## src/rtl/core/hps_div_pipe.sv

```systemverilog
// hps_div_pipe: pipelined restoring divider, one quotient bit per register stage.
// Stages advance only under en. Requires num < den * 2**QW. Uses no package.
`timescale 1ns / 1ps

module hps_div_pipe #(
	parameter int NW = 25,
	parameter int DW = 8,
	parameter int QW = 17
) (
	input  logic          clk,
	input  logic          en,
	input  logic [NW-1:0] num,
	input  logic [DW-1:0] den,
	output logic [QW-1:0] quo
);

	localparam int WW = DW + QW;

	logic [WW-1:0] rem_s [QW];
	logic [DW-1:0] den_s [QW];
	logic [QW-1:0] quo_s [QW];

	for (genvar i = 0; i < QW; i++) begin : g_stage
		localparam int J = QW - 1 - i;
		logic [WW-1:0] rem_in;
		logic [DW-1:0] den_in;
		logic [QW-1:0] quo_in;
		logic [WW-1:0] dsh;
		logic          ge;

		if (i == 0) begin : g_first
			assign rem_in = WW'(num);
			assign den_in = den;
			assign quo_in = '0;
		end else begin : g_next
			assign rem_in = rem_s[i-1];
			assign den_in = den_s[i-1];
			assign quo_in = quo_s[i-1];
		end

		assign dsh = WW'(den_in) << J;
		assign ge  = rem_in >= dsh;

		always_ff @(posedge clk) begin
			if (en) begin
				rem_s[i] <= ge ? rem_in - dsh : rem_in;
				den_s[i] <= den_in;
				quo_s[i] <= quo_in | (ge ? (QW'(1) << J) : QW'(0));
			end
		end
	end

	assign quo = quo_s[QW-1];

endmodule

```

## config.mk

```make
export PLATFORM = sky130hd
export DESIGN_NAME = hps_div_pipe
export DESIGN_NICKNAME = d
export VERILOG_FILES = /design/src/rtl/core/hps_div_pipe.sv
export SDC_FILE = /design/constraint.sdc
export NUM_CORES = 1
export LEC_CHECK = 0
export ABC_AREA = 0
export CAP_MARGIN = 10
export CELL_PAD_IN_SITES_DETAIL_PLACEMENT = 0
export CELL_PAD_IN_SITES_GLOBAL_PLACEMENT = 1
export CORE_AREA = 2 2 234 259
export DETAILED_ROUTE_END_ITERATION = 8
export DIE_AREA = 0 0 236 261
export DONT_BUFFER_PORTS = 1
export PLACE_DENSITY = 0.76
export SLEW_MARGIN = 25
export SYNTH_ARGS = -nofsm -noshare
export SYNTH_HDL_FRONTEND = slang
export SYNTH_SLANG_ARGS = --single-unit
```

## constraint.sdc

```tcl
create_clock -name clk -period 3.6 [get_ports clk]
set_input_delay 0.54 -clock clk [delete_from_list [all_inputs] [get_ports clk]]
set_output_delay 0.54 -clock clk [all_outputs]
set_load 0.02 [all_outputs]
```

* After elaboration in Yosys (flattened, before gate mapping)
Memory sizes are Yosys's and may differ from the RTL's.
Index checks and enable logic that the tools add are counted.
** Word-level totals
- Register bits after elaboration :: 0
- Word-level logic and storage cells :: 89
- Memories kept :: 3
- RAM bits :: 850
- Output and inout bits :: 17
- Bits of input ports :: 35
** Memory list
- rem_s :: depth 17, bits a word 25, read ports 16, clocked after memory_dff 0, write ports 17, RTL line 19 : logic [WW-1:0] rem_s [QW];
- quo_s :: depth 17, bits a word 17, read ports 17, clocked after memory_dff 0, write ports 17, RTL line 21 : logic [QW-1:0] quo_s [QW];
- den_s :: depth 17, bits a word 8, read ports 16, clocked after memory_dff 0, write ports 17, RTL line 20 : logic [DW-1:0] den_s [QW];
** Operators by class
- Add/subtract/negate cells :: 17
- Bitwise operators :: 16
- Mux-type cells :: 36
- Magnitude comparators :: 17
** Operators by type and width (count)
- 25-bit 2-to-1 mux :: 17
- 25-bit by 10-bit >= comparator with 1-bit output :: 1
- 25-bit by 11-bit >= comparator with 1-bit output :: 1
- 25-bit by 12-bit >= comparator with 1-bit output :: 1
- 25-bit by 13-bit >= comparator with 1-bit output :: 1
- 25-bit by 14-bit >= comparator with 1-bit output :: 1
- 25-bit by 15-bit >= comparator with 1-bit output :: 1
- 25-bit by 16-bit >= comparator with 1-bit output :: 1
- 25-bit by 17-bit >= comparator with 1-bit output :: 1
- 25-bit by 18-bit >= comparator with 1-bit output :: 1
- 25-bit by 19-bit >= comparator with 1-bit output :: 1
- 25-bit by 20-bit >= comparator with 1-bit output :: 1
- 25-bit by 21-bit >= comparator with 1-bit output :: 1
- 25-bit by 22-bit >= comparator with 1-bit output :: 1
- 25-bit by 23-bit >= comparator with 1-bit output :: 1
- 25-bit by 24-bit >= comparator with 1-bit output :: 1
- 25-bit by 8-bit >= comparator with 1-bit output :: 1
- 25-bit by 9-bit >= comparator with 1-bit output :: 1
- 25-bit by 10-bit subtractor with 25-bit output :: 1
- 25-bit by 11-bit subtractor with 25-bit output :: 1
- 25-bit by 12-bit subtractor with 25-bit output :: 1
- 25-bit by 13-bit subtractor with 25-bit output :: 1
- 25-bit by 14-bit subtractor with 25-bit output :: 1
- 25-bit by 15-bit subtractor with 25-bit output :: 1
- 44 further kinds :: 46

* Depth between registers and ports, before layout
Gate-level depths: netlist of run 1.
An unclocked memory read counts as a cell.
- Word-level depth :: 4
- Depth in mapped cells :: 11
- Depth with buffers taken out :: 11

* Worst setup path after synthesis of run 1
OpenSTA, ideal clock, no wires.
- Path kind :: reg2reg
- Start point :: memory rem_s[0][334] (netlist bit)
- End point :: memory rem_s[0][356] (netlist bit), data pin
- Path buffers :: 0
- Data arrival time :: 2.825 ns
- Cell stages (with the launch flop) :: 7
- Clock period less this slack :: 3.085 ns
- Required time :: 3.340 ns
- Setup slack :: 0.515 ns
- Library setup time :: 0.260 ns
- Path through :: edfxtp_1 > ha_1 > or4_1 > or4b_1 > or4_4 > a31oi_4 > mux2_2
** RTL lines (RTL line)
- from (decl) :: 19

==> reports/results.tsv, run 1 <==
stage	metric	value	unit
grt	antenna_found_initial	3	
logic_synthesis	synth.yosys.warnings	0	
floorplanning	fp.dieH	261	microns
logic_synthesis	synth_cell_type_count	80	
hold_path	hold_class	in2reg	
power	pwr-share-seq	49.1	%
logic_synthesis	synth.avg_cell_area	13.58	sq um
floorplanning	io_pins	52	
clock_network	clock_tree.root_cell	clkbuf_16	
detailed_routing	route.met2.wl	31.33	mm
floorplanning	start_util	53.46	%
power	peakVddDrop	0.4005	mV
clock_network	clk_path_buf_depth	3	
detailed_routing	first_iter_violations	1318	
sta	tns	0	ns
detailed_routing	viasPerCell	5.666	
logic_synthesis	synth-seq-cells	681	
logic_synthesis	syn_area	0.03163	sq mm
floorplanning	rows	94	
power	power_frac_comb	19.4	%
floorplanning	die_area	0.06160	sq mm
logic_synthesis	seq_area_frac_synth	64.66	%
clock_network	clock_latency	0.61	ns
power	power.density	644.9	mW/mm^2
grt	grt_pass1_wl	96.20	mm
setup_path	reg2reg_from	rem_s[0][334]	
logic_synthesis	synthCells	2329	
sta	fin_crit	3.228	ns
setup_path	worstPathRequired	3.95	ns
finish	mostFrequentLayoutCells	681 x edfxtp_1, 198 x inv_1, 136 x ha_1	
logic_synthesis	synth_edf_count	681	
clock_network	numCtsBuffers	71	
clock_network	ctsResizeCount	0	
grt	grt_use_total	19.79	%
clock_network	postCtsHoldBufs	24	
floorplanning	coreArea	0.05916	sq mm
detailed_routing	antenna_left	0	
finish	area_growth	11.09	%
setup_path	reg2reg_slack	0.37	ns
place	detailedPlacementHpwl	42.81	mm
setup_path	arrival	3.58	ns
sta	post-route-period-util	89.66	%
run_status	run_status	finished with violations	
finish	multi_input_area	0.01035	sq mm
finish	antenna_cells	0	
setup_path	path_max_fanout	5	
detailed_routing	routed-wl-met3	2.286	mm
sta	worstMarginPinSlew	1.907	ns
logic_synthesis	syn_nets	2516	
power	p_leak	12.64	nW
clock_network	cts.clk_slew.worst_paths	0.06	ns
logic_synthesis	ys.flop_type	edfxtp_1	
run_status	failed_checks	slew limit	
detailed_routing	via_count	18340	
sta	setup_viol	0	
setup_path	criticalPathCategory	reg2reg	
power	switchingPower	6.271	mW
detailed_routing	wl_per_cell	18.58	microns
finish	drive_gt1_share	7.817	%
grt	grt_max_degree	682	
finish	final_core_util	59.39	%
clock_network	clock-sinks	681	
sta	fmax	309.8	MHz
detailed_routing	route.top_layer_used	met4	
sta	finalHoldViolCount	0	
finish	final_common_cell	edfxtp_1	
setup_path	rr_endpoint	rem_s[0][356]	
flow_run	maxCapViolCount	0	
detailed_routing	met1_length	24.46	mm
clock_network	cts_tree	yes	
detailed_routing	drc	0	
logic_synthesis	ys_async_sr_fraction	0	%
place	numPortBuffers	0	
finish	num-fill-cells	4594	
detailed_routing	drt_pass1_iterations	6	
setup_path	cp-start-kind	flip-flop	
clock_network	htreeDepth	3	
sta	clock_skew	0.02493	ns
clock_network	cts_setup_buffers	0	
sta	slew_headroom	-27.11	%
setup_path	endpoint_kind	flip-flop	
detailed_routing	wirelength	60.13	mm
grt	grt_overflow	0	
setup_path	cp-startpoint	rem_s[0][334]	
power	power_frac_clock	31.6	%
floorplanning	die_w	236	microns
setup_path	ff2ff_path_depth	6	
sta	rsz0062_at_grt	no	
grt	first_global_vias	18420	
sta	slew_viol_final	269	
finish	seq_area	0.02045	sq mm
power	p_sw_share	27.68	%
setup_path	endpoint	rem_s[0][356]	
finish	final_nets	2604	
place	place_congestion	0.8777	
power	p_int	16.39	mW
==> through the flow <==
stage	power (mW)	instances	hold WS, ns	setup WS [ns]	instance area, sq um
6_report	22.66	3237	0.1173	0.3721	35130
5_1_grt	23.81	3237	0.1126	0.09471	35130
4_1_cts	22.84	3237	0.07884	0.3833	35130
3_5_place_dp	15.60	3088	0.4045	0.3911	32620
3_3_place_gp	15.50	3088	0.4001	0.4799	32620
2_1_floorplan	14.27	2329	0.4003	0.5155	31630
==> worst max-delay path, stage by stage (launching register included) <==
cell and delay [ns]:
edfxtp_1 0.41, ha_1 0.26, or4_1 0.60, or4b_1 0.54
or4_4 0.56, a31oi_4 0.24, mux2_2 0.36
==> power groups by stage <==
stage | Clock [mW] | Combinational (mW) | Sequential [mW]
3_3_place_gp | 0 | 4.26 | 11.2
6_report | 7.15 | 4.39 | 11.1
3_5_place_dp | 0 | 4.33 | 11.3
5_1_grt | 7.64 | 4.93 | 11.2
4_1_cts | 7.34 | 4.39 | 11.1
2_1_floorplan | 0 | 3.41 | 10.9
==> flip-flops by register name, indices dropped and copies added (netlist names) <==
signal	cells
rem_s	400
quo_s	153
den_s	128
==> kinds of logic after synthesis <==
group	synth area share [%]
multiplexers	2.200
buffers and inverters	2.674
adder cells (fa/ha/maj)	6.393
XOR/XNOR	4.846
AO/OA/AOI/OAI	8.419
flip-flops	64.66
AND/OR/NAND/NOR	10.81
==> cell usage after synthesis (18+ instances only) <==
cell	count	area (sq um)
inv_1	198	743.2
nand3_1	41	205.2
o21a_1	35	262.8
mux2i_1	20	200.2
nor2_1	129	484.2
a21oi_1	70	350.3
o21ai_0	124	620.6
nor4b_1	19	166.4
nor3_1	73	365.4
mux2_2	44	495.5
or4_1	21	157.7
a211oi_1	20	150.1
or3_1	28	175.2
clkbuf_1	22	82.58
o211ai_1	18	135.1
a21o_1	20	150.1
nand4_1	18	112.6
nor2b_1	36	225.2
ha_1	136	1702
edfxtp_1	681	20450
xnor2_1	77	674.4
xor2_1	98	858.3
nand2_1	106	397.9
nor4_1	56	350.3
nand2b_1	28	175.2
==> routing by layer <==
metal	track usage [%]	vias to the layer above
met5	0	-
met4	8.457	0
met3	3.088	114
met2	36.09	352
met1	23.37	8893
li1	-	8981
==> cell type report <==
class	instances	area share [%]
clock buffer	81	5.164
clock inverter	44	1.300
inverter	198	2.115
multi-input combinational	1425	29.46
sequential	681	58.20
tap	768	2.735
timing repair buffer	40	1.026
==> how the worst min path moves through the flow <==
stage                             from       endpoint  slack (ns)  cells past startpoint
final                               en   rem_s[0][21]        0.12                      0
after global routing                en   rem_s[0][19]        0.11                      0
after CTS                           en   rem_s[0][21]        0.08                      0
after detailed placement  quo_s[9][10]  quo_s[10][10]        0.40                      0
after global placement    quo_s[7][14]   quo_s[8][14]        0.40                      0
after floorplan           quo_s[9][10]  quo_s[10][10]        0.40                      0
Power figures use the tool's default switching activity.
==> run 2, diff against run 1 <==
--- a/config.mk
+++ b/config.mk
@@ -9,11 +9,12 @@
 export CAP_MARGIN = 10
 export CELL_PAD_IN_SITES_DETAIL_PLACEMENT = 0
 export CELL_PAD_IN_SITES_GLOBAL_PLACEMENT = 1
-export CORE_AREA = 2 2 234 259
+export CORE_AREA = 2 2 243 245
+export CTS_BUF_LIST = sky130_fd_sc_hd__clkbuf_2 sky130_fd_sc_hd__clkbuf_4 sky130_fd_sc_hd__clkbuf_8
 export DETAILED_ROUTE_END_ITERATION = 8
-export DIE_AREA = 0 0 236 261
+export DIE_AREA = 0 0 245 247
 export DONT_BUFFER_PORTS = 1
-export PLACE_DENSITY = 0.76
+export PLACE_DENSITY = 0.77
 export SLEW_MARGIN = 25
 export SYNTH_ARGS = -nofsm -noshare
 export SYNTH_HDL_FRONTEND = slang
==> run 2 against run 1 <==
Net effect:
- the run still ends with slew limit left
- final cell count grew 2.3%
- clock power shrank 8.7%
- die area shrank 1.8%
- first-iteration DRC count shrank 2.8%
- critical endpoint unchanged
- highest routed layer unchanged
==> reports/results.tsv, run 2 (synthesis results as in run 1) <==
stage	metric	value	unit
run_status	run_status	finished with violations	
run_status	failed_checks	slew limit	
sta	whs	0.08523	ns
floorplanning	start_util	54.30	%
setup_path	endpoint_kind	flip-flop	
detailed_routing	drc	0	
sta	worst_slack	0.3860	ns
detailed_routing	viasPerCell	5.564	
place	pre_cts_ws	0.4142	ns
detailed_routing	via_count	18430	
place	numPortBuffers	0	
grt	first_global_vias	18680	
grt	grt_max_degree	682	
clock_network	cts.clk_slew.worst_paths	0.06	ns
clock_network	clk_path_buf_depth	3	
setup_path	worstPathRequired	4.08	ns
place	place_inst	3092	
setup_path	cp-start-kind	flip-flop	
sta	post-route-period-util	89.28	%
setup_path	slowest_delay	0.59	ns
finish	area_growth	10.99	%
power	power_frac_comb	19.9	%
finish	stdcell_count	3313	
flow_run	maxCapViolCount	0	
setup_path	cp.depth	6	
sta	worstMarginPinSlew	2.657	ns
detailed_routing	first_iter_violations	1281	
floorplanning	die_area	0.06052	sq mm
hold_path	worstHoldPathCells	1	
finish	final_nets	2647	
power	switchingPower	6.281	mW
place	place_congestion	0.8567	
sta	slew_viol_final	562	
sta	fin_crit	3.214	ns
grt	grt_use_total	20.14	%
setup_path	cp_slowest_cell	or4_1	
sta	fmax	311.1	MHz
grt	grt_pass1_wl	95.79	mm
sta	tns	0	ns
sta	clock_skew	0.04220	ns
clock_network	clock_tree.root_cell	clkbuf_8	
clock_network	ctsResizeCount	0	
floorplanning	fp.dieH	247	microns
finish	final_core_util	60.27	%
hold_path	hold_class	in2reg	
finish	final_common_cell	edfxtp_1	
detailed_routing	wirelength	59.66	mm
setup_path	criticalPathCategory	reg2reg	
clock_network	htreeDepth	3	
detailed_routing	wl_per_cell	18.01	microns
power	p_int	15.79	mW
power	p_leak	12.69	nW
setup_path	cp_num_buf_inv	0	
clock_network	clock-sinks	681	
sta	rsz0062_at_grt	no	
setup_path	ff2ff_path_depth	6	
clock_network	cts_tree	yes	
finish	mostFrequentLayoutCells	681 x edfxtp_1, 198 x inv_1, 136 x ha_1	
finish	drive_gt1_share	9.925	%
clock_network	numCtsBuffers	109	
clock_network	clock_latency	0.73	ns
finish	top_register	rem_s	
place	place_area	0.03262	sq mm
setup_path	path_max_fanout	5	
place	detailedPlacementHpwl	41.61	mm
sta	slew_headroom	-77.17	%
finish	fin_area	0.03510	sq mm
floorplanning	io_pins	52	
power	p_total	22.07	mW
finish	reg_top3	rem_s (400), quo_s (153), den_s (128)	
grt	grt_overflow	0	
sta	finalHoldViolCount	0	
finish	largest_reg_flops	400	
setup_path	crit_family	simple AND/OR/NAND/NOR gates	
detailed_routing	drt_pass1_iterations	5	
power	pwr-share-seq	50.5	%
power	power_frac_clock	29.6	%
setup_path	crit_path_cell_trace	ha_1, or4_1, or4b_1, or4_4, a31oi_4, mux2_2	
power	power.density	628.7	mW/mm^2
floorplanning	rows	89	
power	peakVddDrop	0.5056	mV
grt	antenna_found_initial	1	
setup_path	arrival	3.69	ns
detailed_routing	antenna_left	0	
power	p_sw_share	28.46	%
floorplanning	die_w	245	microns
sta	setup_viol	0	
floorplanning	coreArea	0.05824	sq mm
==> run 2: cell count changes in the layout (fill, tap and decap cells not counted), moves of 2 or more <==
cell           delta
inv_12            +3
clkinv_2          -9
inv_6             -3
clkinv_8          -2
clkinvlp_4        -4
clkinv_1         +16
clkbuf_1         -10
clkbuf_8        +109
clkbuf_16        -71
dlygate4sd3_1     +5
bufinv_16         -3
clkbuf_4         +37
==> run 2: final cells by class <==
| type | instances | area [sq um] |
|---|---|---|
| Antenna cell | 1 | 2.502 |
| Sequential cell | 681 | 20450 |
| Fill cell | 4501 | 23140 |
| Multi-Input combinational cell | 1425 | 10350 |
| Inverter | 198 | 743.2 |
| Tap cell | 773 | 967.2 |
| Clock inverter | 44 | 382.9 |
| Timing Repair Buffer | 45 | 430.4 |
| Clock buffer | 146 | 1778 |
==> run 2: final timing paths <==
path,from,to,slack (ns)
min,num[22],rem_s[0][22],0.09
max reg2reg,rem_s[0][334],rem_s[0][356],0.39
max,rem_s[0][334],rem_s[0][356],0.39
min reg2reg,quo_s[2][14],quo_s[3][14],0.40
==> run 2: what timing repair did <==
action                                 in CTS  in global routing
endpoints found under the hold margin      28                 49
setup buffers                               0                  0
hold buffers                               28                  2
==> run 2: metal layers <==
metal,global-route usage [%],up-vias,share of wire (%)
met3,4.124,129,4.7
met1,24.94,8827,43
met5,0,-,0
met2,34.73,372,49
met4,7.981,0,2.9
li1,-,9106,-
==> run 2: power groups by stage <==
stage	Sequential (mW)	Clock (mW)	Combinational, mW
global placement	11.2	0	4.25
detailed placement	11.3	0	4.32
floorplan	10.9	0	3.41
global route	11.3	7.08	4.95
CTS	11.1	6.72	4.38
finish	11.1	6.53	4.40
==> run 3, diff against run 2 <==
==> constraint.sdc (replaced) <==
create_clock -name clk -period 3.2 [get_ports clk]
set_input_delay 0.48 -clock clk [delete_from_list [all_inputs] [get_ports clk]]
set_output_delay 0.48 -clock clk [all_outputs]
set_load 0.02 [all_outputs]
==> run 3 against run 2 <==
Net effect:
- the run ends with hold timing left
- sequential power increased by 13%
- maximum frequency increased by 3.4%
- first-iteration DRC count decreased by 5.2%
- sequential cell count unchanged
- highest routed layer unchanged
==> reports/results.tsv, run 3 (synthesis results as in run 1) <==
stage	metric	value	unit
setup_path	worstPathRequired	3.65	ns
power	switchingPower	7.322	mW
power	power_frac_clock	29.8	%
floorplanning	io_pins	52	
sta	slew_headroom	37.77	%
floorplanning	start_util	54.30	%
grt	top_usage_layer	met2	
clock_network	clock_latency	0.74	ns
clock_network	cts.clk_slew.worst_paths	0.06	ns
hold_path	hold_class	in2reg	
finish	drive_gt1_share	10.44	%
floorplanning	die_w	245	microns
detailed_routing	viasPerCell	5.605	
detailed_routing	first_iter_violations	1215	
run_status	failed_checks	hold timing	
clock_network	clock_tree.root_cell	clkbuf_8	
place	detailedPlacementHpwl	43.04	mm
power	power.density	710.1	mW/mm^2
grt	grt_pass1_wl	96.92	mm
detailed_routing	drc	0	
grt	antenna_found_initial	1	
power	peakVddDrop	0.3822	mV
finish	final_nets	2664	
sta	slew_viol_final	0	
sta	tns	0	ns
detailed_routing	wirelength	61.11	mm
finish	area_growth	11.96	%
detailed_routing	drt_pass1_iterations	5	
finish	largest_reg_flops	400	
power	p_leak	12.82	nW
setup_path	reg2reg_slack	0.09	ns
place	numPortBuffers	0	
setup_path	slowest_delay	0.55	ns
sta	whs	-0.06556	ns
detailed_routing	via_count	18720	
sta	clock_skew	0.05074	ns
sta	finalHoldViolCount	17	
sta	post-route-period-util	97.15	%
setup_path	crit_family	simple AND/OR/NAND/NOR gates	
clock_network	clock-sinks	681	
setup_path	arrival	3.56	ns
floorplanning	coreArea	0.05824	sq mm
detailed_routing	wl_per_cell	18.30	microns
finish	final_common_cell	edfxtp_1	
setup_path	cp-start-kind	flip-flop	
grt	use_met2	34.90	%
setup_path	cp_slowest_cell	or4_1	
clock_network	postCtsHoldBufs	33	
flow_run	maxCapViolCount	0	
run_status	run_status	finished with violations	
sta	fin_crit	3.109	ns
grt	grt_use_total	20.50	%
floorplanning	fp.dieH	247	microns
grt	use_met3	4.081	%
finish	top_register	rem_s	
finish	reg_top3	rem_s (400), quo_s (153), den_s (128)	
setup_path	cp_num_buf_inv	1	
detailed_routing	antenna_left	0	
sta	fmax	321.7	MHz
finish	mostFrequentLayoutCells	681 x edfxtp_1, 198 x inv_1, 135 x ha_1	
power	power_frac_comb	20.5	%
setup_path	endpoint_kind	flip-flop	
floorplanning	die_area	0.06052	sq mm
power	p_sw_share	29.12	%
setup_path	crit_path_cell_trace	ha_2, or4_1, or4b_4, or4_4, a31oi_4, buf_4, nor4b_1, xor2_1	
setup_path	criticalPathCategory	reg2reg	
clock_network	clk_path_buf_depth	3	
sta	worstMarginPinSlew	0.9300	ns
clock_network	numCtsBuffers	109	
grt	met1_usage	25.97	%
place	place_congestion	0.8725	
clock_network	htreeDepth	3	
clock_network	cts_tree	yes	
sta	setup_viol	0	
power	p_int	17.82	mW
setup_path	path_max_fanout	5	
power	pwr-share-seq	49.7	%
floorplanning	rows	89	
grt	first_global_vias	18530	
grt	grt_overflow	0	
finish	num-fill-cells	4522	
grt	grt_max_degree	624	
run 3: cell count changes in the layout (fill, tap and decap cells not counted), moves of 2 or more:
cell           before  now
clkbuf_4           37   25
clkinv_1           26   38
buf_4              15   23
clkinv_2            7   14
buf_16              1    4
dlygate4sd3_1      29   32
bufinv_16           4    6
run 3: worst paths after layout:
kind | endpoint | start | depth (start not counted)
max | rem_s[0][362] | rem_s[0][334] | 8
max reg2reg | rem_s[0][362] | rem_s[0][334] | 8
min reg2reg | quo_s[5][16] | quo_s[4][16] | 0
min | rem_s[0][171] | en | 0
run 3: repair_timing:
| item | in CTS | in global routing |
|---|---|---|
| setup endpoints to repair | 0 | 18 |
| buffers inserted | 0 | 2 |
| gates resized for setup | 0 | 7 |
| hold endpoints to repair | 91 | 123 |
run 3: stage by stage:
| stage | area, sq um | util [%] | std cells | power [mW] | worst slack, ns |
|---|---|---|---|---|---|
| floorplan | 31630 | - | 2329 | 16.05 | 0.1155 |
| global placement | 32680 | 56.12 | 3100 | 17.48 | 0.1361 |
| detailed placement | 32680 | 56.12 | 3100 | 17.61 | 0.08257 |
| CTS | 35260 | 60.54 | 3333 | 25.24 | 0.06954 |
| global route | 35410 | 60.80 | 3340 | 26.53 | -0.002579 |
| finish | 35410 | 60.80 | 3340 | 25.14 | 0.09135 |
run 3: layout make-up:
| class | count | area (sq um) | area share, % |
|---|---|---|---|
| inverter | 198 | 743.2 | 2.099 |
| clock inverter | 66 | 540.5 | 1.526 |
| clock buffer | 134 | 1688 | 4.767 |
| multi-input combinational | 1425 | 10360 | 29.27 |
| antenna | 1 | 2.502 | 0.007067 |
| tap | 773 | 967.2 | 2.731 |
| timing repair buffer | 62 | 654.4 | 1.848 |
| sequential | 681 | 20450 | 57.75 |
run 3: power groups by stage:
| stage | Sequential [mW] | Clock [mW] | Combinational, mW |
|---|---|---|---|
| final | 12.5 | 7.48 | 5.15 |
| after global routing | 12.6 | 8.12 | 5.77 |
| after CTS | 12.5 | 7.72 | 5.02 |
| after detailed placement | 12.7 | 0 | 4.93 |
| after global placement | 12.6 | 0 | 4.84 |
| after floorplan | 12.2 | 0 | 3.83 |
run 3: routing by layer:
metal	up-vias	share of wire, %	wire [microns]
met5	-	0	0
met4	0	2.9	1750
met3	115	4.9	3017
met2	399	49	30250
met1	9057	43	26100
li1	9151	-	-
